==> config.mk <==
export PLATFORM = sky130hd
export DESIGN_NAME = fcse_cordic_stage
export DESIGN_NICKNAME = d
export VERILOG_FILES = /design/src/design/fcse_pkg.sv /design/src/design/fcse_cordic_stage.sv
export SDC_FILE = /design/constraint.sdc
export NUM_CORES = 1
export LEC_CHECK = 0
export BUFFER_PORTS_ARGS = -buffer_cell sky130_fd_sc_hd__buf_2
export CORE_UTILIZATION = 40
export DETAILED_ROUTE_END_ITERATION = 8
export GPL_ROUTABILITY_DRIVEN = 0
export PLACE_DENSITY = 0.66
export SLEW_MARGIN = 20
export SYNTH_ARGS = -nofsm -noshare
export SYNTH_HDL_FRONTEND = slang
export SYNTH_SLANG_ARGS = --single-unit
==> constraint.sdc <==
create_clock -name clk_i -period 0.9 [get_ports clk_i]
set_input_delay 0.09 -clock clk_i [delete_from_list [all_inputs] [get_ports clk_i]]
set_output_delay 0.09 -clock clk_i [all_outputs]
set_load 0.05 [all_outputs]
==> src/design/fcse_pkg.sv <==
// ----------------------------------------------------------------------------
// fcse_pkg
// shared types, constants and the cordic arctangent table of the envelope core
// ----------------------------------------------------------------------------
package fcse_pkg;

  localparam int TimeWidthDef    = 32;
  localparam int CordicStagesDef = 16;

  localparam int XW = 34;
  localparam int ZW = 33;

  localparam logic signed [XW-1:0] CordicInit = 34'sd652032874;

  localparam logic [16:0] QOne = 17'd65536;

  typedef enum logic [2:0] {
    RegBefore = 3'd0,
    RegRise   = 3'd1,
    RegFlat   = 3'd2,
    RegFall   = 3'd3,
    RegAfter  = 3'd4
  } region_e;

  typedef struct packed {
    logic    valid;
    region_e region;
  } meta_t;

  typedef struct packed {
    logic signed [XW-1:0] x;
    logic signed [XW-1:0] y;
    logic signed [ZW-1:0] z;
    logic                 flip;
  } rot_t;

  function automatic logic [31:0] atan_turns(input int unsigned idx);
    logic [31:0] r;
    case (idx)
      0:  r = 32'd536870912;
      1:  r = 32'd316933406;
      2:  r = 32'd167458907;
      3:  r = 32'd85004756;
      4:  r = 32'd42667331;
      5:  r = 32'd21354465;
      6:  r = 32'd10679838;
      7:  r = 32'd5340245;
      8:  r = 32'd2670163;
      9:  r = 32'd1335087;
      10: r = 32'd667544;
      11: r = 32'd333772;
      12: r = 32'd166886;
      13: r = 32'd83443;
      14: r = 32'd41722;
      15: r = 32'd20861;
      16: r = 32'd10430;
      17: r = 32'd5215;
      18: r = 32'd2608;
      19: r = 32'd1304;
      20: r = 32'd652;
      21: r = 32'd326;
      22: r = 32'd163;
      23: r = 32'd81;
      default: r = 32'd0;
    endcase
    return r;
  endfunction

endpackage

==> src/design/fcse_cordic_stage.sv <==
// ----------------------------------------------------------------------------
// fcse_cordic_stage
// one registered micro-rotation of the cordic
// ----------------------------------------------------------------------------
module fcse_cordic_stage import fcse_pkg::*; #(
  parameter int Idx = 0
) (
  input  logic  clk_i,
  input  logic  rst_ni,
  input  logic  en_i,
  input  meta_t meta_i,
  input  rot_t  rot_i,
  output meta_t meta_o,
  output rot_t  rot_o
);

  logic signed [XW-1:0] dx, dy;
  logic signed [ZW-1:0] at;
  rot_t                 rot_d, rot_q;
  meta_t                meta_q;

  assign dx = rot_i.y >>> Idx;
  assign dy = rot_i.x >>> Idx;
  assign at = $signed({1'b0, atan_turns(Idx)});

  always_comb begin
    rot_d.flip = rot_i.flip;
    if (rot_i.z >= 0) begin
      rot_d.x = rot_i.x - dx;
      rot_d.y = rot_i.y + dy;
      rot_d.z = rot_i.z - at;
    end else begin
      rot_d.x = rot_i.x + dx;
      rot_d.y = rot_i.y - dy;
      rot_d.z = rot_i.z + at;
    end
  end

  always_ff @(posedge clk_i or negedge rst_ni) begin
    if (!rst_ni) begin
      meta_q <= '{valid: 1'b0, region: RegBefore};
    end else if (en_i) begin
      meta_q <= meta_i;
    end
  end

  always_ff @(posedge clk_i) begin
    if (en_i) begin
      rot_q <= rot_d;
    end
  end

  assign meta_o = meta_q;
  assign rot_o  = rot_q;

endmodule

---- Yosys cells after proc, flatten, opt, wreduce, memory -nomap -nowiden ----
Cells that the tools add are included.
word-level totals
  logic and storage cells ................. 13
  flip-flop bits (word level) ............. 106
  input port bits ......................... 109
operators by class
  $lt $le $gt $ge ......................... 1
  mux-type cells .......................... 1
  add/sub/neg operators ................... 5
operators with widths
  kind                                                  count
  2-to-1 mux 101 bit                                    1
  subtractor 34 bit                                     2
  adder 34 bit                                          1
  adder 33 x 31 -> 33 bit, second input constant        1
  >= comparator 33 x 1 -> 1 bit, second input constant  1
  subtractor 33 x 31 -> 33 bit, second input constant   1

---- Depth between registers and ports, before layout ----
  word-level depth ........................ 2
  gate-level depth with buffers ........... 12
  mapped depth without buffers ............ 12

---- Worst setup path before layout ----
OpenSTA, ideal clock, no wires.
  kind .................................... input -> register
  start point ............................. input port rot_i[34] (netlist bit)
  end point ............................... register rot_q (netlist bit rot_o[100]) (data pin)
  setup slack ............................. -1.641 ns
  required time ........................... 0.635 ns
  stages .................................. 11
  data arrival time ....................... 2.276 ns
  setup time .............................. 0.265 ns
  cells stage by stage .................... ha_1 -> fa_1 -> nor2b_1 -> o211a_1 -> o211a_4 -> nor4b_4 -> or3_1 -> a21oi_1 -> o311a_1 -> o21ai_2 -> xor2_1
RTL lines
  element               line                     RTL
  start, declared       fcse_cordic_stage.sv:12  input rot_t rot_i,
  end signal, assigned  fcse_cordic_stage.sv:49  rot_q <= rot_d;
  end, declared         fcse_cordic_stage.sv:19  rot_t rot_d, rot_q;

==> impl_metrics.env <==
export IMPL_status="finished with violations"
export IMPL_violations="setup timing"
export IMPL_ir_drop_mv=0.8221
export IMPL_synth_nets=1231
export IMPL_wl_met1_mm=14.41
export IMPL_instances_no_fill=1915
export IMPL_initial_core_util=0.4060
export IMPL_grt_pass1_vias=10630
export IMPL_min_period_over_period=2.681
export IMPL_syn_to_final_growth_pct=82.51
export IMPL_r2r_end="meta_o[3]$_DFFE_PN0P_"
export IMPL_fin_area_sq_mm=0.01672
export IMPL_synthCells=1016
export IMPL_finalHoldViolCount=0
export IMPL_intPower_w=0.01407
export IMPL_placed_area_sq_mm=0.01348
export IMPL_drtIter0Drc=1021
export IMPL_firstDrtPassIters=7
export IMPL_synth_distinct_cells=80
export IMPL_avgSynthCellArea_sq_um=9.019
export IMPL_final_util=0.7410
export IMPL_placed_cells=1803
export IMPL_overflow=0
export IMPL_core_sq_mm=0.02257
export IMPL_hp_class="in -> async"
export IMPL_slew_viol_final=0
export IMPL_rows=55
export IMPL_routed_wl_mm=36.22
export IMPL_highest_layer="met4"
export IMPL_pre_cts_ws_ps=-2011
export IMPL_rsz0062_at_grt="true"
export IMPL_wire_per_inst_um=18.91
export IMPL_synth_area_sq_mm=0.009164
export IMPL_pwr_density_cell_mw_per_mm2=1422
export IMPL_slew_headroom=0.6109
export IMPL_synth_edf_count=101
export IMPL_dp_hpwl_mm=25.06
export IMPL_setup_ws_ps=-1513
export IMPL_cts_tree="built"
export IMPL_cts_made_buffers=9
export IMPL_max_freq_mhz=414.5
export IMPL_wl_met3_mm=2.575
export IMPL_min_period_ps=2413
export IMPL_clock_sinks=105
export IMPL_wl_met2_mm=17.72
export IMPL_ios=215
export IMPL_cp_end_kind="flop"
export IMPL_clockBufferDepth=2
export IMPL_synth_async_reset_ratio=0.03810
export IMPL_drc=0
export IMPL_viasPerCell=5.487
export IMPL_fin_worst_skew_ps=0
export IMPL_final_nets=1840
export IMPL_antenna_cells=0
export IMPL_setup_viol=171
export IMPL_grt_pass1_wl_mm=54.08
export IMPL_rrSetupSlack_ps=10
export IMPL_synth_seq_area_share=0.3419
export IMPL_die_h_um=153.4
export IMPL_grt_util_all_layers=0.2909
export IMPL_switching_share=0.4087
export IMPL_timing_rr_start="meta_o[3]$_DFFE_PN0P_"
export IMPL_yosys_most_used_dff="edfxtp_1"
export IMPL_ys_ff_latch=105
export IMPL_num_vias=10510
export IMPL_cp_max_fo=3
export IMPL_htree_num_levels=3
export IMPL_worstSkewPairLatency_ps=370
export IMPL_ant_nets=0
export IMPL_r2r_cells=2
export IMPL_drv_cap=0
export IMPL_port_buffers=214
export IMPL_worstPathRequired_ps=1030
export IMPL_die_w_um=153.4
export IMPL_switchingPower_w=0.009723
export IMPL_p_clk_frac=0.174
export IMPL_tightestPinTransition_ps=579.1
export IMPL_antenna_found_initial=0
export IMPL_clock_root_buffer="clkbuf_16"
export IMPL_drive_gt1_frac=0.5503
export IMPL_power_frac_comb=0.546
export IMPL_ys_warn_count=0
export IMPL_crit_type="in -> reg"
export IMPL_p_leak_nw=7.456
export IMPL_grt_max_degree=42
export IMPL_worstPathArrival_ps=2540
export IMPL_start_kind="primary input"
export IMPL_seqPwrFrac=0.280
export IMPL_dieArea_sq_mm=0.02352
export IMPL_clk_pin_slew_ps=80
-- how the worst max path moves through the flow --
stage | startpoint | endpoint | cells past startpoint
6_report | rot_i[34] | rot_o[60]$_DFFE_PP_ | 13
2_1_floorplan | rot_i[34] | rot_o[60]$_DFFE_PP_ | 11
4_1_cts | rot_i[34] | rot_o[100]$_DFFE_PP_ | 12
3_3_place_gp | rot_i[34] | rot_o[66]$_DFFE_PP_ | 14
5_1_grt | rot_i[34] | rot_o[60]$_DFFE_PP_ | 13
3_5_place_dp | rot_i[34] | rot_o[66]$_DFFE_PP_ | 14
-- cell usage after synthesis (9+ instances only) --
library cell | instances | area (sq um)
a211oi_1 | 10 | 75.07
a21o_1 | 18 | 135.1
a21oi_1 | 110 | 550.5
buf_2 | 18 | 90.09
clkbuf_1 | 19 | 71.32
edfxtp_1 | 101 | 3033
ha_1 | 102 | 1276
inv_1 | 102 | 382.9
mux2i_1 | 20 | 200.2
nand2_1 | 57 | 214.0
nand2b_1 | 9 | 56.30
nand3_1 | 9 | 45.04
nand4_1 | 14 | 87.58
nor2_1 | 77 | 289.0
nor2b_1 | 18 | 112.6
nor3_1 | 20 | 100.1
nor4_1 | 9 | 56.30
o21a_1 | 10 | 75.07
o21ai_0 | 63 | 315.3
o21ai_1 | 12 | 60.06
o21bai_1 | 9 | 67.56
xnor2_1 | 53 | 464.2
xor2_1 | 11 | 96.34
-- final cells by class --
cell class | count | area [sq um]
clock inverter | 7 | 72.57
sequential | 105 | 3138
inverter | 108 | 485.5
tap | 285 | 356.6
timing repair buffer | 644 | 5455
multi-input combinational | 757 | 6992
fill | 1484 | 5847
clock buffer | 9 | 225.2
-- cells by family (layout without fill, tap and decap cells) --
logic type               after synthesis  in the layout  share of synthesized area
AO/OA/AOI/OAI                        317            317                     0.2221
AND/OR/NAND/NOR                      245            245                     0.1320
buffers and inverters                154            768                    0.06677
adder cells (fa/ha/maj)              106            106                     0.1480
flip-flops                           105            105                     0.3419
XOR/XNOR                              64             64                    0.06117
multiplexers                          25             25                    0.02799
-- worst max-delay path, stage by stage --
cell and delay (ps):
buf_12 120, ha_4 160, fa_2 370, nor2b_4 140, o211a_1 260, o211a_4 260
nor4b_4 240, buf_4 170, nor3_2 50, o41a_1 350, nand2_1 90, o211ai_1 90
xnor2_1 140
-- state kept, by name, indices dropped and copies added, names as in the netlist --
signal,cells
meta_o,4
rot_o,101
-- power groups by stage --
stage | Clock [W] | Sequential [W] | Combinational [W]
finish | 0.00415 | 0.00665 | 0.0130
detailed placement | 0 | 0.00658 | 0.00998
global placement | 0 | 0.00657 | 0.00986
global route | 0.00438 | 0.00672 | 0.0136
floorplan | 0 | 0.00899 | 0.00376
CTS | 0.00424 | 0.00665 | 0.0119
-- layer usage --
metal  up-vias  GRT usage
met1      4950     0.3507
met4         0     0.1352
li1       4869          -
met3       141    0.04593
met2       548     0.5075
met5         -          0
-- per-stage QoR --
step	total power, W	TNS, ps	hold slack [ps]
after CTS	0.02284	-83140	30.97
after global placement	0.01644	-99700	-103.1
after detailed placement	0.01656	-102340	-101.3
after floorplan	0.01275	-68780	-205.6
after global routing	0.02467	-93900	64.10
final	0.02379	-87990	59.78
-- layout by cell type, fill, tap and decap left out, types with 25 or more instances in the layout --
cell type,instances
buf_4,342
buf_6,160
edfxtp_1,101
buf_2,92
inv_1,83
ha_1,70
a21oi_1,69
nor2_1,66
nand2_1,48
xnor2_1,45
dlygate4sd3_1,35
o21ai_0,34
a21oi_2,31
ha_4,27
o21ai_2,25
-- what timing repair did --
action                                  in CTS  in global routing
buffers inserted                            38                 33
endpoints found under the setup margin     175                174
hold buffers                                35                  0
endpoints found under the hold margin       38                  0
pin swaps                                  112                113
gates cloned                                 0                  0
resized for setup                          429                109
Power figures use the tool's default switching activity.
