### config.mk
export PLATFORM = sky130hd
export DESIGN_NAME = fcse_post
export DESIGN_NICKNAME = d
export VERILOG_FILES = /design/src/design/fcse_pkg.sv /design/src/design/fcse_post.sv
export SDC_FILE = /design/constraint.sdc
export NUM_CORES = 2
export LEC_CHECK = 0
export ABC_AREA = 1
export BUFFER_PORTS_ARGS = -buffer_cell sky130_fd_sc_hd__buf_2
export CAP_MARGIN = 0
export CORE_ASPECT_RATIO = 1.5
export CORE_MARGIN = 5
export CORE_UTILIZATION = 50
export CTS_BUF_LIST = sky130_fd_sc_hd__clkbuf_8
export CTS_CLUSTER_SIZE = 10
export DETAILED_ROUTE_END_ITERATION = 10
export PLACE_DENSITY_LB_ADDON = 0.3
export SETUP_SLACK_MARGIN = 0.05
export SYNTH_ARGS = -nofsm -noshare
export SYNTH_HDL_FRONTEND = slang
export SYNTH_SLANG_ARGS = --single-unit
### constraint.sdc
create_clock -name clk_i -period 7.8 [get_ports clk_i]
set_input_delay 1.56 -clock clk_i [delete_from_list [all_inputs] [get_ports clk_i]]
set_output_delay 1.56 -clock clk_i [all_outputs]
set_load 0.05 [all_outputs]
### src/design/fcse_pkg.sv
// ----------------------------------------------------------------------------
// fcse_pkg
// shared types, constants and the cordic arctangent table of the envelope core
// ----------------------------------------------------------------------------
package fcse_pkg;

  localparam int TimeWidthDef    = 32;
  localparam int CordicStagesDef = 16;

  localparam int XW = 34;
  localparam int ZW = 33;

  localparam logic signed [XW-1:0] CordicInit = 34'sd652032874;

  localparam logic [16:0] QOne = 17'd65536;

  typedef enum logic [2:0] {
    RegBefore = 3'd0,
    RegRise   = 3'd1,
    RegFlat   = 3'd2,
    RegFall   = 3'd3,
    RegAfter  = 3'd4
  } region_e;

  typedef struct packed {
    logic    valid;
    region_e region;
  } meta_t;

  typedef struct packed {
    logic signed [XW-1:0] x;
    logic signed [XW-1:0] y;
    logic signed [ZW-1:0] z;
    logic                 flip;
  } rot_t;

  function automatic logic [31:0] atan_turns(input int unsigned idx);
    logic [31:0] r;
    case (idx)
      0:  r = 32'd536870912;
      1:  r = 32'd316933406;
      2:  r = 32'd167458907;
      3:  r = 32'd85004756;
      4:  r = 32'd42667331;
      5:  r = 32'd21354465;
      6:  r = 32'd10679838;
      7:  r = 32'd5340245;
      8:  r = 32'd2670163;
      9:  r = 32'd1335087;
      10: r = 32'd667544;
      11: r = 32'd333772;
      12: r = 32'd166886;
      13: r = 32'd83443;
      14: r = 32'd41722;
      15: r = 32'd20861;
      16: r = 32'd10430;
      17: r = 32'd5215;
      18: r = 32'd2608;
      19: r = 32'd1304;
      20: r = 32'd652;
      21: r = 32'd326;
      22: r = 32'd163;
      23: r = 32'd81;
      default: r = 32'd0;
    endcase
    return r;
  endfunction

endpackage

### src/design/fcse_post.sv
// ----------------------------------------------------------------------------
// fcse_post
// sin and cos rounding, squares, slope product and output register
// ----------------------------------------------------------------------------
module fcse_post import fcse_pkg::*; (
  input  logic        clk_i,
  input  logic        rst_ni,
  input  logic        en_i,
  input  meta_t       meta_i,
  input  rot_t        rot_i,
  input  logic [31:0] slope_gain_i,
  output logic        valid_o,
  output logic [16:0] envelope_o,
  output logic [31:0] field_value_o,
  output logic [2:0]  region_o
);

  meta_t                m1_q, m2_q, m3_q, m4_q, m5_q;
  logic signed [XW:0]   ys, xs, sr, cr;
  logic signed [17:0]   s_d, c_d, s_q, c_q;
  logic signed [35:0]   sq_q, sc_q;
  logic signed [36:0]   sq_r, sc_r;
  logic signed [17:0]   s2_d, s2_q;
  logic [16:0]          sqv, env_d, env3_q, env4_q, env_q;
  logic signed [50:0]   prod_q;
  logic signed [51:0]   pr, pf;
  logic signed [31:0]   fld_d, fld_q;

  function automatic logic signed [17:0] clamp_one(input logic signed [XW:0] v);
    logic signed [17:0] r;
    if (v > $signed((XW+1)'(65536))) begin
      r = 18'sd65536;
    end else if (v < -$signed((XW+1)'(65536))) begin
      r = -18'sd65536;
    end else begin
      r = v[17:0];
    end
    return r;
  endfunction

  // stage one: undo the half-turn and round to q16
  always_comb begin
    ys  = rot_i.flip ? -(XW+1)'(rot_i.y) : (XW+1)'(rot_i.y);
    xs  = rot_i.flip ? -(XW+1)'(rot_i.x) : (XW+1)'(rot_i.x);
    sr  = (ys + (XW+1)'(8192)) >>> 14;
    cr  = (xs + (XW+1)'(8192)) >>> 14;
    s_d = clamp_one(sr);
    c_d = clamp_one(cr);
  end

  // stage three: square and double angle, envelope select
  always_comb begin
    sq_r = (37'(sq_q) + 37'sd32768) >>> 16;
    sc_r = ((37'(sc_q) <<< 1) + 37'sd32768) >>> 16;
    if (sq_r > 37'sd65536) begin
      sqv = QOne;
    end else if (sq_r < 0) begin
      sqv = 17'd0;
    end else begin
      sqv = sq_r[16:0];
    end
    if (sc_r > 37'sd65536) begin
      s2_d = 18'sd65536;
    end else if (sc_r < -37'sd65536) begin
      s2_d = -18'sd65536;
    end else begin
      s2_d = sc_r[17:0];
    end
    case (m2_q.region)
      RegRise: env_d = sqv;
      RegFall: env_d = QOne - sqv;
      RegFlat: env_d = QOne;
      default: env_d = 17'd0;
    endcase
  end

  // stage five: round, sign and saturate
  always_comb begin
    pr = (52'(prod_q) + 52'sd32768) >>> 16;
    case (m4_q.region)
      RegRise: pf = -pr;
      RegFall: pf = pr;
      default: pf = '0;
    endcase
    if (pf > 52'sd2147483647) begin
      fld_d = 32'sh7FFF_FFFF;
    end else if (pf < -52'sd2147483648) begin
      fld_d = 32'sh8000_0000;
    end else begin
      fld_d = pf[31:0];
    end
  end

  always_ff @(posedge clk_i or negedge rst_ni) begin
    if (!rst_ni) begin
      m1_q <= '{valid: 1'b0, region: RegBefore};
      m2_q <= '{valid: 1'b0, region: RegBefore};
      m3_q <= '{valid: 1'b0, region: RegBefore};
      m4_q <= '{valid: 1'b0, region: RegBefore};
      m5_q <= '{valid: 1'b0, region: RegBefore};
    end else if (en_i) begin
      m1_q <= meta_i;
      m2_q <= m1_q;
      m3_q <= m2_q;
      m4_q <= m3_q;
      m5_q <= m4_q;
    end
  end

  always_ff @(posedge clk_i) begin
    if (en_i) begin
      s_q    <= s_d;
      c_q    <= c_d;
      sq_q   <= 36'(s_q) * 36'(s_q);
      sc_q   <= 36'(s_q) * 36'(c_q);
      s2_q   <= s2_d;
      env3_q <= env_d;
      prod_q <= 51'($signed({1'b0, slope_gain_i})) * 51'(s2_q);
      env4_q <= env3_q;
      env_q  <= env4_q;
      fld_q  <= fld_d;
    end
  end

  assign valid_o       = m5_q.valid;
  assign envelope_o    = env_q;
  assign field_value_o = fld_q;
  assign region_o      = m5_q.region;

endmodule

# Yosys cells after proc, flatten, opt, wreduce, memory -nomap -nowiden
# Cells that the tools add are included.
dict set report classes {
  n_bitwise 0
  n_eq_ne 5
  div 0
  shift 0
  order_cmp 10
  n_mux 10
  mul 3
  n_reduce_logical 3
  add_sub_neg 9
}
# op n
set ops {}
lappend ops {{52-bit one-hot mux with 2 select lines} 1}
lappend ops {{21-bit by 18-bit > comparator with 1-bit output (second input constant)} 4}
lappend ops {{18-bit by 18-bit multiplier with 36-bit output} 2}
lappend ops {{35-bit by 15-bit adder with 35-bit output (second input constant)} 2}
lappend ops {{35-bit two-way mux} 2}
lappend ops {{34-bit negation with 35-bit output} 2}
lappend ops {{21-bit by 17-bit < comparator with 1-bit output (second input constant)} 3}
lappend ops {{18-bit two-way mux} 3}
lappend ops {{51-bit by 17-bit adder with 52-bit output (second input constant)} 1}
lappend ops {{52-bit by 32-bit > comparator with 1-bit output (second input constant)} 1}
lappend ops {{52-bit by 32-bit < comparator with 1-bit output (second input constant)} 1}
lappend ops {{36-bit negation with 52-bit output} 1}
lappend ops {{33-bit by 18-bit multiplier with 51-bit output} 1}
lappend ops {{17-bit one-hot mux with 3 select lines} 1}
lappend ops {{36-bit by 17-bit adder with 37-bit output (second input constant)} 1}
lappend ops {{37-bit by 17-bit adder with 37-bit output (second input constant)} 1}
lappend ops {{17-bit two-way mux} 2}
lappend ops {{32-bit two-way mux} 1}
lappend ops {{21-bit by 1-bit < comparator with 1-bit output (second input constant)} 1}
lappend ops {{17-bit subtractor (first input constant)} 1}
lappend ops {{3-bit by 2-bit equality test with 1-bit output (second input constant)} 3}
lappend ops {{3-bit by 1-bit equality test with 1-bit output (second input constant)} 2}
lappend ops {{2-bit OR reduction} 3}
dict set report totals {
  mem_bits_ro 0
  n_memories 0
  latchBits 0
  inputBits 141
  out_inout_bits 53
  wordCells 63
  register_bits 280
  ramBits 0
}

# Logic depth before layout (Yosys ltp)
dict set report depth {
  word_depth 6
  ltp_mapped 30
  ltp_nobuf 28
}

# Worst setup path after synthesis
# OpenSTA, ideal clock, no wires.
dict set report synth_timing {
  path_kind {input-to-reg}
  from {in slope_gain_i[7]}
  to {reg prod_q[45] (data pin)}
  required_time_ns 7.544
  arrival_time_ns 7.036
  setup_ns 0.256
  slack_ns 0.508
  path_buffers 2
  cell_stages 28
  cell_sequence {clkbuf_1 -> clkbuf_1 -> nand2_1 -> fa_1 -> inv_1 -> fa_1 -> inv_1 -> fa_1 -> inv_1 -> fa_1 -> fa_1 -> inv_1 -> fa_1 -> inv_1 -> ha_1 -> nand2_1 -> nor2_1 -> o21ai_0 -> nand2_1 -> nand3_1 -> o211ai_1 -> a21oi_1 -> o31ai_1 -> nand3_1 -> nor2_1 -> nor2_1 -> nand2_1 -> nand2_1}
}
dict set report synth_via {
  elab_chain_len 1
}
# element line
set synth_lines {}
lappend synth_lines {{start, declared} fcse_post.sv:11} ;# input logic [31:0] slope_gain_i,
lappend synth_lines {{33-bit by 18-bit multiplier with 51-bit output} fcse_post.sv:118} ;# prod_q <= 51'($signed({1'b0, slope_gain_i})) * 51'(s2_q);
lappend synth_lines {{end signal, assigned} fcse_post.sv:118}
lappend synth_lines {{end, declared} fcse_post.sv:25} ;# logic signed [50:0] prod_q;
# Every way passes these cells.
# A chain may end at the register's enable or synchronous reset.

# Final worst setup path
dict set report layout_timing {
  from {in slope_gain_i[10]}
  to {reg prod_q[45] (data pin)}
}
# The elaborated chain is that of the path after synthesis.

==> flow_summary.json <==
{
  "htree_levels": 2,
  "outcome": "completed",
  "ys_seq_elements": 236,
  "cts-resized-gates": 0,
  "crit_top_cell": "fa_1",
  "setup_viol": 0,
  "pin_count": 194,
  "synth-edff-count": 216,
  "worst-path-buf-inv": 4,
  "synth_top_family_by_area": "adder cells",
  "cp_data_arrival_time_ns": 7.49,
  "seq_area_frac_synth": 0.122,
  "netlist_instances": 7241,
  "grt.overflow.total": 0,
  "drive_gt1_frac": 0.0631,
  "post_drt_wl_per_cell_um": 16.3,
  "synth-adder-area-share": 0.465,
  "core_um2": 114000,
  "critPathRequiredTime_ns": 8.17,
  "yosys.area_share.simple": 0.195,
  "grt_pass1_vias": 49100,
  "cap_violations": 0,
  "hp-class": "register to register",
  "start_kind": "input pin",
  "synth_ff_type": "edfxtp_1",
  "busiest_layer": "met2",
  "ys_types": 60,
  "clock_latency_ns": 0.62,
  "drc": 0,
  "cts_root_buf": "clkbuf_8",
  "hold_viol_final": 0,
  "drt-total-wl_um": 143000,
  "syn_nets": 8839,
  "slew_violations": 0,
  "worst_clock_skew_ns": 0.0331,
  "period_share": 0.913,
  "yosys_warnings": 0,
  "relSlewSlack": 0.168,
  "grt_use_met2": 0.475,
  "dieHeight_um": 424,
  "cts_buffer_depth": 3,
  "grt.met1_usage": 0.243,
  "cts.sinks": 236,
  "drtIter0Drc": 2233,
  "grt_pass1_wl_um": 238000,
  "antenna_found_initial": 3,
  "crit_path_end_kind": "register",
  "grtUsageMet3": 0.0209,
  "avgSynthCellArea_um2": 7.89,
  "slowest_delay_ns": 0.68,
  "syn_area_um2": 57100,
  "tns_ns": 0,
  "io_buffers": 160,
  "async_flop_share": 0.0847,
  "clk_transition_reported_paths_ns": 0.06,
  "pre_cts_ws_ns": 0.155,
  "tightestPinTransition_ns": 1.25,
  "path_class": "input pin to register",
  "gr-usage-all-layers": 0.243,
  "cp_max_fo": 18,
  "place_hpwl_um": 121000,
  "setup_ws_ns": 0.679,
  "postCtsSetupBuffers": 0,
  "core.rowCount": 152,
  "hold_buffers": 0,
  "start_util": 0.501,
  "synth-compound-area-share": 0.0395,
  "area_growth_pct": 5.77,
  "crit_path_top_delay_cell": "fa_1",
  "synthXorXnorAreaFrac": 0.0274,
  "ant_nets": 0,
  "die_area_um2": 121000,
  "finalCriticalPeriod_ns": 7.12,
  "gp_congestion": 0.922,
  "synthMuxAreaShare": 0.000789,
  "crit_family": "adder cells",
  "grt_max_degree": 102,
  "timing.fmax_ghz": 0.140,
  "nNetsFinal": 8897,
  "firstDrtPassIters": 6,
  "vias": 45000,
  "numCtsBuffers": 37,
  "rsz0062_at_grt": "false",
  "fp.dieW_um": 286,
  "cts_tree": "done",
  "fillers": 10800,
  "viasPerCell": 5.11
}
==> synthesized netlist by cell type (12+ instances only) <==
cell | count | share of area
nand4_1 | 62 | 0.0068
xor2_1 | 116 | 0.018
or2_2 | 19 | 0.0021
edfxtp_1 | 216 | 0.11
a21oi_1 | 181 | 0.016
nand3b_1 | 25 | 0.0033
nand3_1 | 181 | 0.016
nand2_1 | 1797 | 0.12
nand2_2 | 30 | 0.0033
buf_1 | 19 | 0.0012
xnor2_1 | 55 | 0.0084
o21ai_0 | 111 | 0.0097
fa_1 | 1107 | 0.39
o21a_1 | 14 | 0.0018
buf_2 | 12 | 0.0011
ha_1 | 350 | 0.077
nor2_1 | 468 | 0.031
inv_1 | 1999 | 0.13
a31oi_1 | 20 | 0.0022
clkbuf_1 | 222 | 0.015
dfrtp_1 | 20 | 0.0088
nor2_4 | 13 | 0.0026
nor2_2 | 40 | 0.0044
nor3_1 | 39 | 0.0034
==> metal layers <==
layer	wire, um	share of wire
met1	47600	0.33
met2	79200	0.55
met3	5420	0.038
met4	11200	0.078
met5	0	0
==> flip-flops by register name, summed over array words and instances, names as in the netlist <==
| register | cells |
|---|---|
| m2_q | 4 |
| m3_q | 4 |
| c_q | 18 |
| valid_o | 1 |
| region_o | 3 |
| m1_q | 4 |
| m4_q | 4 |
| env3_q | 17 |
| field_value_o | 32 |
| envelope_o | 17 |
| s2_q | 18 |
| sq_q | 21 |
| env4_q | 17 |
| sc_q | 22 |
| s_q | 18 |
| prod_q | 36 |
==> layout make-up <==
| class | instances | area (um^2) | area share |
|---|---|---|---|
| clock buffer | 40 | 551 | 0.00911 |
| timing repair buffer | 279 | 1780 | 0.0295 |
| inverter | 2004 | 7520 | 0.125 |
| tap | 1463 | 1830 | 0.0303 |
| clock inverter | 27 | 165 | 0.00273 |
| multi-input combinational | 4741 | 41600 | 0.688 |
| antenna | 5 | 12.5 | 0.000207 |
| sequential | 236 | 6990 | 0.116 |
==> logic make-up (layout without fill, tap and decap cells) <==
logic type	after synthesis	after routing
xor gates and xnor gates	175	175
DFF	236	236
other	0	5
adders and majority gates	1457	1457
muxes	4	4
and+or+nand+nor	2705	2705
AOI/OAI and AO/OA	400	400
buffers and inverters	2264	2350
==> cells in the final DEF (no fill, tap or decap), drive strengths merged, types with 11 or more instances in the layout <==
master	n
inv	2011
nand2	1829
fa	1107
nor2	523
ha	350
buf	279
edfxtp	216
nand3	189
a21oi	181
o21ai	121
xor2	119
nand4	62
xnor2	56
clkbuf	40
nor3	40
nand3b	26
a31oi	20
dfrtp	20
or2	19
clkinv	17
o21a	14
o21bai	11
==> per-stage QoR <==
stage               hold WS [ns]  utilization  instance area (um^2)  instances
floorplan                  0.400            -                 57100       7241
global placement           0.401        0.524                 59700       8723
detailed placement         0.405        0.524                 59700       8723
CTS                        0.416        0.530                 60400       8790
global route               0.425        0.530                 60400       8792
finish                     0.415        0.530                 60400       8795
==> worst register-to-register path, cell delays in order (launching register included) <==
cell and delay [ns]:
edfxtp_1 1.09, buf_4 0.33, nand2_1 0.09, fa_1 0.52
fa_1 0.48, fa_1 0.56, inv_1 0.06, fa_1 0.44
fa_1 0.52, inv_1 0.05, fa_1 0.63, inv_1 0.08
ha_1 0.44, nand2_1 0.14, nor2_1 0.22, inv_1 0.12
nor4_1 0.37, o21ai_0 0.19, nand3_1 0.18, a31oi_1 0.12
xor2_1 0.16
==> worst paths after layout <==
check | startpoint | endpoint | slack (ns) | cells after the start
min | env3_q[1] | env4_q[1] | 0.41 | 0
max reg2reg | s2_q[4] | prod_q[47] | 0.74 | 20
min in group asynchronous | rst_ni | valid_o | 0.90 | 1
max in group asynchronous | rst_ni | m4_q[1] | 6.59 | 1
min reg2reg | env3_q[1] | env4_q[1] | 0.41 | 0
max | slope_gain_i[10] | prod_q[45] | 0.68 | 25
Power is left out: the tool's default activity adds up to more than one toggle a clock period on the data nets, which glitch-free logic cannot reach.
