<file path="src/design/fcse_pkg.sv">
// ----------------------------------------------------------------------------
// fcse_pkg
// shared types, constants and the cordic arctangent table of the envelope core
// ----------------------------------------------------------------------------
package fcse_pkg;

  localparam int TimeWidthDef    = 32;
  localparam int CordicStagesDef = 16;

  localparam int XW = 34;
  localparam int ZW = 33;

  localparam logic signed [XW-1:0] CordicInit = 34'sd652032874;

  localparam logic [16:0] QOne = 17'd65536;

  typedef enum logic [2:0] {
    RegBefore = 3'd0,
    RegRise   = 3'd1,
    RegFlat   = 3'd2,
    RegFall   = 3'd3,
    RegAfter  = 3'd4
  } region_e;

  typedef struct packed {
    logic    valid;
    region_e region;
  } meta_t;

  typedef struct packed {
    logic signed [XW-1:0] x;
    logic signed [XW-1:0] y;
    logic signed [ZW-1:0] z;
    logic                 flip;
  } rot_t;

  function automatic logic [31:0] atan_turns(input int unsigned idx);
    logic [31:0] r;
    case (idx)
      0:  r = 32'd536870912;
      1:  r = 32'd316933406;
      2:  r = 32'd167458907;
      3:  r = 32'd85004756;
      4:  r = 32'd42667331;
      5:  r = 32'd21354465;
      6:  r = 32'd10679838;
      7:  r = 32'd5340245;
      8:  r = 32'd2670163;
      9:  r = 32'd1335087;
      10: r = 32'd667544;
      11: r = 32'd333772;
      12: r = 32'd166886;
      13: r = 32'd83443;
      14: r = 32'd41722;
      15: r = 32'd20861;
      16: r = 32'd10430;
      17: r = 32'd5215;
      18: r = 32'd2608;
      19: r = 32'd1304;
      20: r = 32'd652;
      21: r = 32'd326;
      22: r = 32'd163;
      23: r = 32'd81;
      default: r = 32'd0;
    endcase
    return r;
  endfunction

endpackage

</file>
<file path="src/design/fcse_front.sv">
// ----------------------------------------------------------------------------
// fcse_front
// time capture, region decode, ramp offset and angle product
// ----------------------------------------------------------------------------
module fcse_front import fcse_pkg::*; #(
  parameter int TIME_WIDTH = TimeWidthDef
) (
  input  logic        clk_i,
  input  logic        rst_ni,
  input  logic        en_i,
  input  logic        in_valid_i,
  input  logic [31:0] sample_time_i,
  input  logic [19:0] ramp_ticks_i,
  input  logic [23:0] end_ticks_i,
  input  logic [30:0] phase_step_i,
  output meta_t       meta_o,
  output rot_t        rot_o
);

  localparam int CW = ((TIME_WIDTH > 25) ? TIME_WIDTH : 25) + 1;

  logic [47:0]                 time_ext;
  logic signed [TIME_WIDTH-1:0] t_d, t_q;
  logic                        v1_q, v2_q, v3_q;
  region_e                     reg2_d, reg2_q, reg3_q;
  logic [19:0]                 tau_d, tau_q;
  logic [31:0]                 angle_d, angle_q, angle_adj;
  logic signed [CW-1:0]        tc, rc, ec, erc, fall_off;
  logic [50:0]                 prod;
  logic                        flip;

  assign time_ext = {{16{sample_time_i[31]}}, sample_time_i};
  assign t_d      = time_ext[TIME_WIDTH-1:0];

  always_comb begin
    tc       = CW'(t_q);
    rc       = $signed({{(CW-20){1'b0}}, ramp_ticks_i});
    ec       = $signed({{(CW-24){1'b0}}, end_ticks_i});
    erc      = ec - rc;
    fall_off = tc - erc;
    tau_d    = 20'd0;
    if (tc < 0) begin
      reg2_d = RegBefore;
    end else if (tc < rc) begin
      reg2_d = RegRise;
      tau_d  = tc[19:0];
    end else if (tc < erc) begin
      reg2_d = RegFlat;
    end else if (tc < ec) begin
      reg2_d = RegFall;
      tau_d  = fall_off[19:0];
    end else begin
      reg2_d = RegAfter;
    end
  end

  assign prod    = {31'd0, tau_q} * {20'd0, phase_step_i};
  assign angle_d = prod[31:0];

  always_ff @(posedge clk_i or negedge rst_ni) begin
    if (!rst_ni) begin
      v1_q   <= 1'b0;
      v2_q   <= 1'b0;
      v3_q   <= 1'b0;
      reg2_q <= RegBefore;
      reg3_q <= RegBefore;
    end else if (en_i) begin
      v1_q   <= in_valid_i;
      v2_q   <= v1_q;
      v3_q   <= v2_q;
      reg2_q <= reg2_d;
      reg3_q <= reg2_q;
    end
  end

  always_ff @(posedge clk_i) begin
    if (en_i) begin
      t_q     <= t_d;
      tau_q   <= tau_d;
      angle_q <= angle_d;
    end
  end

  // second and third quadrants rotate by half a turn
  assign flip      = (angle_q[31:30] == 2'b01) || (angle_q[31:30] == 2'b10);
  assign angle_adj = flip ? angle_q + 32'h8000_0000 : angle_q;

  assign meta_o.valid  = v3_q;
  assign meta_o.region = reg3_q;
  assign rot_o.x       = CordicInit;
  assign rot_o.y       = '0;
  assign rot_o.z       = $signed({angle_adj[31], angle_adj});
  assign rot_o.flip    = flip;

endmodule

</file>
<file path="config.mk">
export PLATFORM = sky130hd
export DESIGN_NAME = fcse_front
export DESIGN_NICKNAME = d
export VERILOG_FILES = /design/src/design/fcse_pkg.sv /design/src/design/fcse_front.sv
export SDC_FILE = /design/constraint.sdc
export NUM_CORES = 1
export LEC_CHECK = 0
export ABC_AREA = 1
export BUFFER_PORTS_ARGS = -buffer_cell sky130_fd_sc_hd__clkbuf_2
export CAP_MARGIN = 20
export CORE_ASPECT_RATIO = 1.1
export CORE_MARGIN = 2
export CORE_UTILIZATION = 50
export CTS_CLUSTER_SIZE = 28
export DETAILED_ROUTE_END_ITERATION = 6
export PLACE_DENSITY = 0.69
export SYNTH_ARGS = -nofsm -noshare
export SYNTH_HDL_FRONTEND = slang
export SYNTH_SLANG_ARGS = --single-unit
export TNS_END_PERCENT = 10
</file>
<file path="constraint.sdc">
create_clock -name clk_i -period 9.5 [get_ports clk_i]
set_input_delay 1.9 -clock clk_i [delete_from_list [all_inputs] [get_ports clk_i]]
set_output_delay 1.9 -clock clk_i [all_outputs]
set_load 0.05 [all_outputs]
</file>
Word level (Yosys, flattened, before mapping)
Index checks and enable logic that the tools add are counted.
{ "word_totals": {"out_inout_bits": 106, "latch_bits": 0, "word_cells": 27, "memories": 0, "ram_bits": 0, "in_bits": 111, "romBits": 0, "reg_bits": 93} }
{ "classes": {"bitwise_logic": 0, "n_mux": 8, "add_sub_neg": 3, "n_eq_ne": 2, "div_mod_pow": 0, "mul": 1, "shift": 0, "n_reduce_logical": 1, "magnitude_cmp": 4} }
{ "op_table": {"columns": ["cell", "n"], "rows": [
  ["$lt A32 B25 Y1", 2],
  ["$mux W20", 3],
  ["$add A32 B32 Y32 const B", 1],
  ["$lt A32 B1 Y1 const B", 1],
  ["$lt A32 B21 Y1", 1],
  ["$mul A20 B31 Y32", 1],
  ["$mux W32", 1],
  ["$sub A24 B20 Y25", 1],
  ["$sub A20 B20 Y20", 1],
  ["$mux W3", 4],
  ["$eq A2 B1 Y1 const B", 1],
  ["$eq A2 B2 Y1 const B", 1],
  ["$logic_or A1 B1 Y1", 1]
]} }

Depth between registers and ports, before layout
Gate-level depths: netlist of the first run.
{ "logic_depth": {"word_depth": 5, "ltp_mapped": 33} }

Least setup slack after synthesis of the first run
Ideal clock, no wire load.
{ "synth_timing": {"path_kind": "in2reg", "startpoint": "input port phase_step_i[12]", "endpoint": "register angle_q[25] (data pin)", "setup_ns": 0.261, "path_stages": 21, "slack_ns": 1.880, "required_time_ns": 9.239, "arrival_time_ns": 7.359, "path_cell_list": "clkbuf_1 > buf_1 > nand2_1 > fa_1 > fa_1 > fa_1 > inv_1 > fa_1 > fa_1 > fa_1 > inv_1 > fa_1 > inv_1 > ha_1 > nand2_1 > nor4_1 > nand4_1 > nand3_1 > nand2_1 > nand2_1 > xor2_1"} }
{ "synth_via": {"elab_chain_len": 1} }
{ "synth_lines": {"columns": ["element", "line_no", "source"], "rows": [
  ["start: declaration", "fcse_front.sv:15", "input logic [30:0] phase_step_i,"],
  ["$mul A20 B31 Y32", "fcse_front.sv:57", "assign prod = {31'd0, tau_q} * {20'd0, phase_step_i};"],
  ["via prod[25]", "fcse_front.sv:29", "logic [50:0] prod;"],
  ["end signal: assignment", "fcse_front.sv:80", "angle_q <= angle_d;"],
  ["end: declaration", "fcse_front.sv:27", "logic [31:0] angle_d, angle_q, angle_adj;"]
]} }
The timed path passes the listed nets, and every way through them passes these cells.
A chain may end at the register's enable or synchronous reset.

Worst setup path in the final report of the first run
{ "layout_timing": {"startpoint": "input port phase_step_i[7]", "endpoint": "register angle_q[25] (data pin)"} }
Same word-level chain as after synthesis.

==> results of run 1 <==
## tightest hold or removal path, delay by kind of cell (launching register included)
kind | cells | cell delay (ps)
flops | 1 | 350
simple gates | 2 | 100
## per-stage QoR
step | hold slack [ps] | worst slack (ps) | util | area (um^2)
floorplan | 442 | 1880 | - | 22200
global placement | 456 | 1190 | 0.521 | 22600
detailed placement | 461 | 1230 | 0.521 | 22600
CTS | 480 | 1600 | 0.528 | 22900
global route | 499 | 1120 | 0.529 | 23000
finish | 475 | 1450 | 0.529 | 23000
## cells by family (layout without fill, tap and decap cells)
kind of cell             after synthesis  in the layout  share of synthesized area
AO/OA/AOI/OAI                        212            212                     0.0542
XOR/XNOR                              59             59                     0.0235
adder cells (fa/ha/maj)              530            530                      0.423
buffers and inverters                986            969                      0.188
flip-flops                            93             93                      0.125
other                                  2             68                   0.000342
AND/OR/NAND/NOR                     1015           1015                      0.187
## cell type report
| type | instances | share of cell area |
|---|---|---|
| clock buffer | 9 | 0.00980 |
| clock inverter | 7 | 0.00337 |
| inverter | 788 | 0.129 |
| multi-input combinational | 1884 | 0.668 |
| sequential | 93 | 0.120 |
| tap | 574 | 0.0312 |
| timing repair buffer | 165 | 0.0391 |
## per-layer routing
layer  track usage  routed length [um]
met1         0.353               24800
met2         0.513               31500
met3        0.0378                3810
met4         0.106                2270
met5             0                  15
## registers in the layout, indices dropped and copies added (netlist names)
signal and flops:
t_q 32, v1_q 1, tau_q 20, reg2_q 3
v2_q 1, reg3_q 3, angle_q 32, v3_q 1
## synthesized netlist by cell type (4+ instances only)
cell      count
nor2_2        4
o21ai_1       5
ha_1        175
nor3_1       15
nand3b_1     14
o21bai_1      7
buf_4       102
edfxtp_1     84
buf_1        13
inv_1       786
clkbuf_1     66
a21o_1        7
xnor2_1      16
nor2_1       77
o21a_1        7
o21ai_0      50
dfrtp_1       9
nand3_1      80
xor2_1       43
a21oi_1     111
a31oi_1       4
buf_2        13
nand4_1      18
fa_1        355
nor4_1        9
nand2_1     785
nand2_2       8
o21ai_2      17
## worst paths after layout
check	endpoint	slack [ps]
worst max-delay path	angle_q[25]	1450
worst min-delay path	v3_q	480
worst max register to register	angle_q[25]	2250
worst min register to register	v3_q	480
max in group asynchronous	reg3_q[0]	7950
min in group asynchronous	reg2_q[0]	1350
==> flow_summary.toml, run 1 <==
[clocking]
cts_buffers = 9
clock_path_buffers = 2
cts_setup_buffers = 0
clock_sinks = 93
postCtsResizedCells = 0
clock-root-buffer = "clkbuf_16"
postCtsHoldBufs = 0
clkLatencyLatePin_ps = 380
h-tree-depth = 3
cts_tree = "built"
clkSlewWorstSetupHoldPaths_ps = 70

[worst_hold_path]
hold_depth = 2
min_from = "v3_q"
min_path_type = "register to register"

[status]
status = "complete, but fails checks"
violations = "DRC"

[layout]
antenna_cells = 0
layout_commonest_cell = "inv_1"
fill_cells = 4279
layout_common_cells = "inv_1, nand2_1, fa_1"
register_area_mm2 = 0.00275
syn_to_final_growth_pct = 4.54
final-instance-count-excl-fill = 3520
drive_above_1_share = 0.0726
multiInputGateArea_mm2 = 0.0154
nets = 3582

[timing]
worst_pin_slew_ps = 1210
skew_ps = 15.2
period_share = 0.848
setup_violations = 0
rsz0062_at_grt = "no"
fin_tns_setup_ps = 0
slew_headroom = 0.195
fin_crit_ps = 8050
fmax_mhz = 124
drv_slew = 0
hold_viol_final = 0

[setup_path]
arrival_ps = 8260
crit_family = "adder cells"
crit_buf_inv = 6
cpPeakStageDelay_ps = 700
ff2ff_path_depth = 21
cp-end-kind = "register"
critPathRequiredTime_ps = 9710
cp.depth = 22
critical_path.slowest_cell = "nor4_1"
crit_start = "phase_step_i[7]"
start_kind = "input port"
worstSetupPathType = "input port to register"
cp_common_cell = "fa_1"
cp_max_fo = 20
crit_chain = "clkbuf_2 > nand2_1 > fa_1 > inv_1 > fa_1 > inv_1 > fa_1 > inv_1 > fa_1 > fa_1 > fa_1 > inv_1 > fa_1 > inv_1 > ha_1 > nand2_1 > nor4_1 > nand4_1 > nand3_1 > nand2_1 > nand2_1 > xor2_1"
reg2reg_from = "tau_q[11]"

[floorplan]
die_height_um = 224
num_rows = 80
fp.dieArea_mm2 = 0.0457
fp.coreArea_mm2 = 0.0434
start_util = 0.506
chipWidth_um = 204
ios = 217

[route]
ant_nets = 0
drc_errors = 6
avgRoutedWirePerCell_um = 17.7
via_per_inst = 5.07
drt_iter0_markers = 1186
firstDrtPassIters = 7
vias = 17849
wl_um = 62400

[logic_synthesis]
synth_cell_types = 41
synth_seq_cells = 93
async_flop_share = 0.0968
avgSynthCellArea_um2 = 7.59
synth_area_mm2 = 0.0220
ys.flop_type = "edfxtp_1"
synthesis.instances = 2897
seq_area_frac_synth = 0.125
synthTopCellsByArea = "fa_1, inv_1, nand2_1"
synth_top_area_share = 0.323
synth-edff-count = 84
yosysTopAreaCell = "fa_1"
yosysWarningCount = 0

[placed_design]
hpwl_um = 51500
dpl.cell_count = 3502
gp_congestion = 0.907
numPortBuffers = 148

[global_route]
grt_pass1_vias = 19050
grt-ovfl-total = 0
grt_max_degree = 65
grt_usage = 0.287
grt_first_pass_wirelength_um = 100000
grt_antenna_before_repair = 1

[flow_run]
drv_cap = 0
Power of run 1 is not shown: default switching activity piles up to over one toggle a cycle in this logic, so the estimate is an artifact.
==> inputs of run 2 (changes only) <==
--- a/config.mk
+++ b/config.mk
@@ -13,7 +13,7 @@
 export CORE_UTILIZATION = 50
 export CTS_CLUSTER_SIZE = 28
 export DETAILED_ROUTE_END_ITERATION = 6
-export PLACE_DENSITY = 0.69
+export PLACE_DENSITY = 0.72
 export SYNTH_ARGS = -nofsm -noshare
 export SYNTH_HDL_FRONTEND = slang
 export SYNTH_SLANG_ARGS = --single-unit
==> constraint.sdc (replaced) <==
create_clock -name clk_i -period 7.05 [get_ports clk_i]
set_input_delay 1.41 -clock clk_i [delete_from_list [all_inputs] [get_ports clk_i]]
set_output_delay 1.41 -clock clk_i [all_outputs]
set_load 0.05 [all_outputs]
==> flow_summary.toml, run 2 (same netlist as run 1, synthesis figures left out) <==
[timing]
skew_ps = 10.6
drv_slew = 0
fin_crit_ps = 6880
slew_headroom = 0.296
setup_violations = 0
period_share = 0.975
holdWs_ps = 475
fmax_mhz = 145
worst_pin_slew_ps = 1050
rsz0062_at_grt = "yes"
hold_viol_final = 0

[setup_path]
cpPeakStageDelay_ps = 550
crit_buf_inv = 10
ff2ff_path_depth = 25
crit_start = "phase_step_i[12]"
reg2reg_from = "tau_q[3]"
rrSetupSlack_ps = 420
crit_family = "adder cells"
rr_endpoint = "angle_q[17]"
cp-end-kind = "register"
critical_path.slowest_cell = "fa_1"
cp_common_cell = "fa_1"
arrival_ps = 7000
critPathRequiredTime_ps = 7170
start_kind = "input port"
cp_max_fo = 11
worstSetupPathType = "input port to register"

[global_route]
grt_pass1_vias = 19844
grt_usage = 0.282
grt_first_pass_wirelength_um = 101000
grt_antenna_before_repair = 1
grt_max_degree = 64
grt-ovfl-total = 0

[route]
avgRoutedWirePerCell_um = 16.8
via_per_inst = 5.01
firstDrtPassIters = 7
drt_iter0_markers = 1189
drc_errors = 0
vias = 18461
wl_um = 61900
ant_nets = 0

[floorplan]
fp.dieArea_mm2 = 0.0457
start_util = 0.506
ios = 217
fp.coreArea_mm2 = 0.0434
num_rows = 80
die_height_um = 224
chipWidth_um = 204

[clocking]
h-tree-depth = 3
clock-root-buffer = "clkbuf_16"
clock_sinks = 93
clkLatencyLatePin_ps = 360
cts_buffers = 9
cts_tree = "built"
clkSlewWorstSetupHoldPaths_ps = 70
clock_path_buffers = 2
postCtsHoldBufs = 0

[worst_hold_path]
hold_end = "reg3_q[2]"
min_from = "reg3_q[2]"
hold_depth = 2
min_path_type = "register to register"

[layout]
layout_commonest_cell = "inv_1"
final-instance-count-excl-fill = 3683
fill_cells = 4095
top_regs = "angle_q: 32 flops, t_q: 32 flops, tau_q: 20 flops"
syn_to_final_growth_pct = 11.8
antenna_cells = 0
drive_above_1_share = 0.137
layout_common_cells = "inv_1, nand2_1, fa_1"
nets = 3745

[flow_run]
drv_cap = 0

[placed_design]
gp_congestion = 0.945
hpwl_um = 53100
dpl.cell_count = 3664
numPortBuffers = 148

[status]
status = "complete, no violations"
run 2: cell types whose count changed in the layout (fill, tap and decap cells not counted), sizes merged:
| cell | delta |
|---|---|
| clkbuf | -6 |
| buf | +170 |
| bufinv | +2 |
| clkinv | -1 |
| inv | -3 |
| clkinvlp | +1 |
run 2: tightest hold or removal path: stages, from the launching register on:
cell and delay, ps:
dfrtp_1 340, nand2_1 60, nand2_1 50
run 2: final cells by class:
class                   instances  area, um^2  area share
clock buffers                  10         229     0.00931
flip-flops and latches         93        2750       0.112
repair buffers                328        2230      0.0907
multi-input cells            1884       15600       0.635
clock inverters                 6        95.1     0.00387
inverters                     788        2960       0.120
well taps                     574         718      0.0292
run 2: what timing repair did:
item | in CTS | in global routing
endpoints found under the hold margin | 0 | 0
endpoints found under the setup margin | 0 | 16
buffers inserted | 0 | 3
resized for setup | 0 | 94
run 2: through the flow:
| stage | worst slack, ps | setup TNS, ps | utilization | instance area (um^2) |
|---|---|---|---|---|
| 6_report | 173 | 0 | 0.566 | 24600 |
| 5_1_grt | -83.1 | -336 | 0.566 | 24600 |
| 4_1_cts | 1.33 | 0 | 0.558 | 24300 |
| 3_5_place_dp | -362 | -4690 | 0.551 | 23900 |
| 3_3_place_gp | -339 | -3630 | 0.551 | 23900 |
| 2_1_floorplan | 19.0 | 0 | - | 22200 |
run 2: worst max path at each step:
stage	endpoint	cells after the start
floorplan	angle_q[25]	21
global placement	angle_q[28]	22
detailed placement	angle_q[24]	26
CTS	angle_q[29]	25
global route	angle_q[18]	26
finish	angle_q[30]	25
run 2: layer usage:
| layer | wire, um | global-route usage | up-vias | part of all wire |
|---|---|---|---|---|
| li1 | - | - | 8735 | - |
| met1 | 23900 | 0.341 | 8915 | 0.39 |
| met2 | 31700 | 0.512 | 656 | 0.51 |
| met3 | 3610 | 0.0292 | 153 | 0.058 |
| met4 | 2680 | 0.113 | 2 | 0.043 |
| met5 | 10 | 0 | - | 0.00016 |
Power of run 2 is left out for the same reason.
==> inputs of run 3 (changes only) <==
--- a/config.mk
+++ b/config.mk
@@ -8,7 +8,6 @@
 export ABC_AREA = 1
 export BUFFER_PORTS_ARGS = -buffer_cell sky130_fd_sc_hd__clkbuf_2
 export CAP_MARGIN = 20
-export CORE_ASPECT_RATIO = 1.1
 export CORE_MARGIN = 2
 export CORE_UTILIZATION = 50
 export CTS_CLUSTER_SIZE = 28
==> flow_summary.toml, run 3 (same netlist as run 1, synthesis figures left out) <==
[placed_design]
hpwl_um = 51300
dpl.cell_count = 3695
numPortBuffers = 148
gp_congestion = 0.989

[clocking]
h-tree-depth = 3
postCtsHoldBufs = 0
clock_path_buffers = 2
clkSlewWorstSetupHoldPaths_ps = 80
clock-root-buffer = "clkbuf_16"
cts_tree = "built"
clkLatencyLatePin_ps = 350
cts_buffers = 9
clock_sinks = 93

[setup_path]
ff2ff_path_depth = 23
critical_path.slowest_cell = "fa_2"
crit_start = "phase_step_i[8]"
critPathRequiredTime_ps = 7160
cp-end-kind = "register"
crit_chain = "buf_2 > buf_4 > buf_4 > nand2_1 > fa_1 > inv_1 > fa_1 > fa_1 > fa_2 > fa_2 > fa_1 > inv_1 > fa_1 > inv_1 > ha_4 > a21o_1 > nand3_1 > nand2_1 > a21oi_1 > o21ai_1 > a21oi_2 > inv_1 > nand3_1 > nand2_1"
crit_buf_inv = 7
arrival_ps = 7030
crit_family = "adder cells"
cpPeakStageDelay_ps = 570
start_kind = "input port"
cp.depth = 24
cp_common_cell = "fa_1"
worstSetupPathType = "input port to register"
reg2reg_from = "tau_q[10]"
cp_max_fo = 9

[route]
drc_errors = 0
via_per_inst = 5.01
vias = 18595
wl_um = 59800
ant_nets = 0
avgRoutedWirePerCell_um = 16.1
drt_iter0_markers = 1153
firstDrtPassIters = 5

[timing]
period_share = 0.982
fin_crit_ps = 6920
skew_ps = 12.4
worst_pin_slew_ps = 959
drv_slew = 0
rsz0062_at_grt = "yes"
setup_violations = 0
hold_viol_final = 0
slew_headroom = 0.359
fmax_mhz = 145

[layout]
fill_cells = 3921
nets = 3763
layout_commonest_cell = "inv_1"
drive_above_1_share = 0.140
syn_to_final_growth_pct = 12.1
final-instance-count-excl-fill = 3712
layout_common_cells = "inv_1, nand2_1, fa_1"
top_regs = "angle_q: 32 flops, t_q: 32 flops, tau_q: 20 flops"
antenna_cells = 0

[floorplan]
num_rows = 76
fp.coreArea_mm2 = 0.0433
ios = 217
chipWidth_um = 214
fp.dieArea_mm2 = 0.0457
die_height_um = 214
start_util = 0.508

[flow_run]
drv_cap = 0

[global_route]
grt_first_pass_wirelength_um = 98300
grt-ovfl-total = 0
grt_max_degree = 63
grt_pass1_vias = 19818
grt_antenna_before_repair = 0
grt_usage = 0.275

[worst_hold_path]
min_from = "v2_q"
hold_depth = 2
min_path_type = "register to register"

[status]
status = "complete, no violations"
==> run 3: through the flow <==
stage	hold slack (ps)	utilization	area (um^2)	setup WS, ps	TNS [ps]
floorplan	442	-	22200	19.0	0
global placement	454	0.557	24100	-306	-3190
detailed placement	467	0.557	24100	-351	-4390
CTS	486	0.564	24400	9.82	0
global route	503	0.570	24700	-60.3	-106
finish	482	0.570	24700	130	0
==> run 3: final timing paths <==
kind,end,slack (ps)
worst min register to register,v2_q,480
worst max register to register,angle_q[30],390
max in group asynchronous,reg2_q[1],5970
worst max-delay path,angle_q[31],130
min in group asynchronous,reg2_q[0],890
worst min-delay path,v2_q,480
==> run 3: area by class of cell <==
| cell class | count | area, um^2 | share of cell area |
|---|---|---|---|
| clock buffer | 9 | 225 | 0.00914 |
| clock inverter | 7 | 71.3 | 0.00289 |
| inverter | 788 | 2960 | 0.120 |
| multi-input combinational | 1884 | 15600 | 0.632 |
| sequential | 93 | 2750 | 0.111 |
| tap | 585 | 732 | 0.0297 |
| timing repair buffer | 346 | 2330 | 0.0947 |
==> run 3: repair_timing <==
| item | in CTS | in global routing |
|---|---|---|
| endpoints found under the setup margin | 2 | 16 |
| pin swaps | 0 | 18 |
| setup buffers | 0 | 1 |
| resized for setup | 3 | 60 |
==> run 3: metal layers <==
metal,up-vias,wire length (um),global-route usage
met1,8974,24000,0.346
met5,-,0,0
met2,680,29600,0.482
met4,0,3140,0.129
met3,175,3070,0.0239
li1,8766,-,-
==> run 3: tightest hold or removal path, cell delays in order, from the launching register on <==
cell and delay [ps]:
dfrtp_1 350, nand2_1 50, nand2_1 50
Power of run 3 is left out for the same reason.
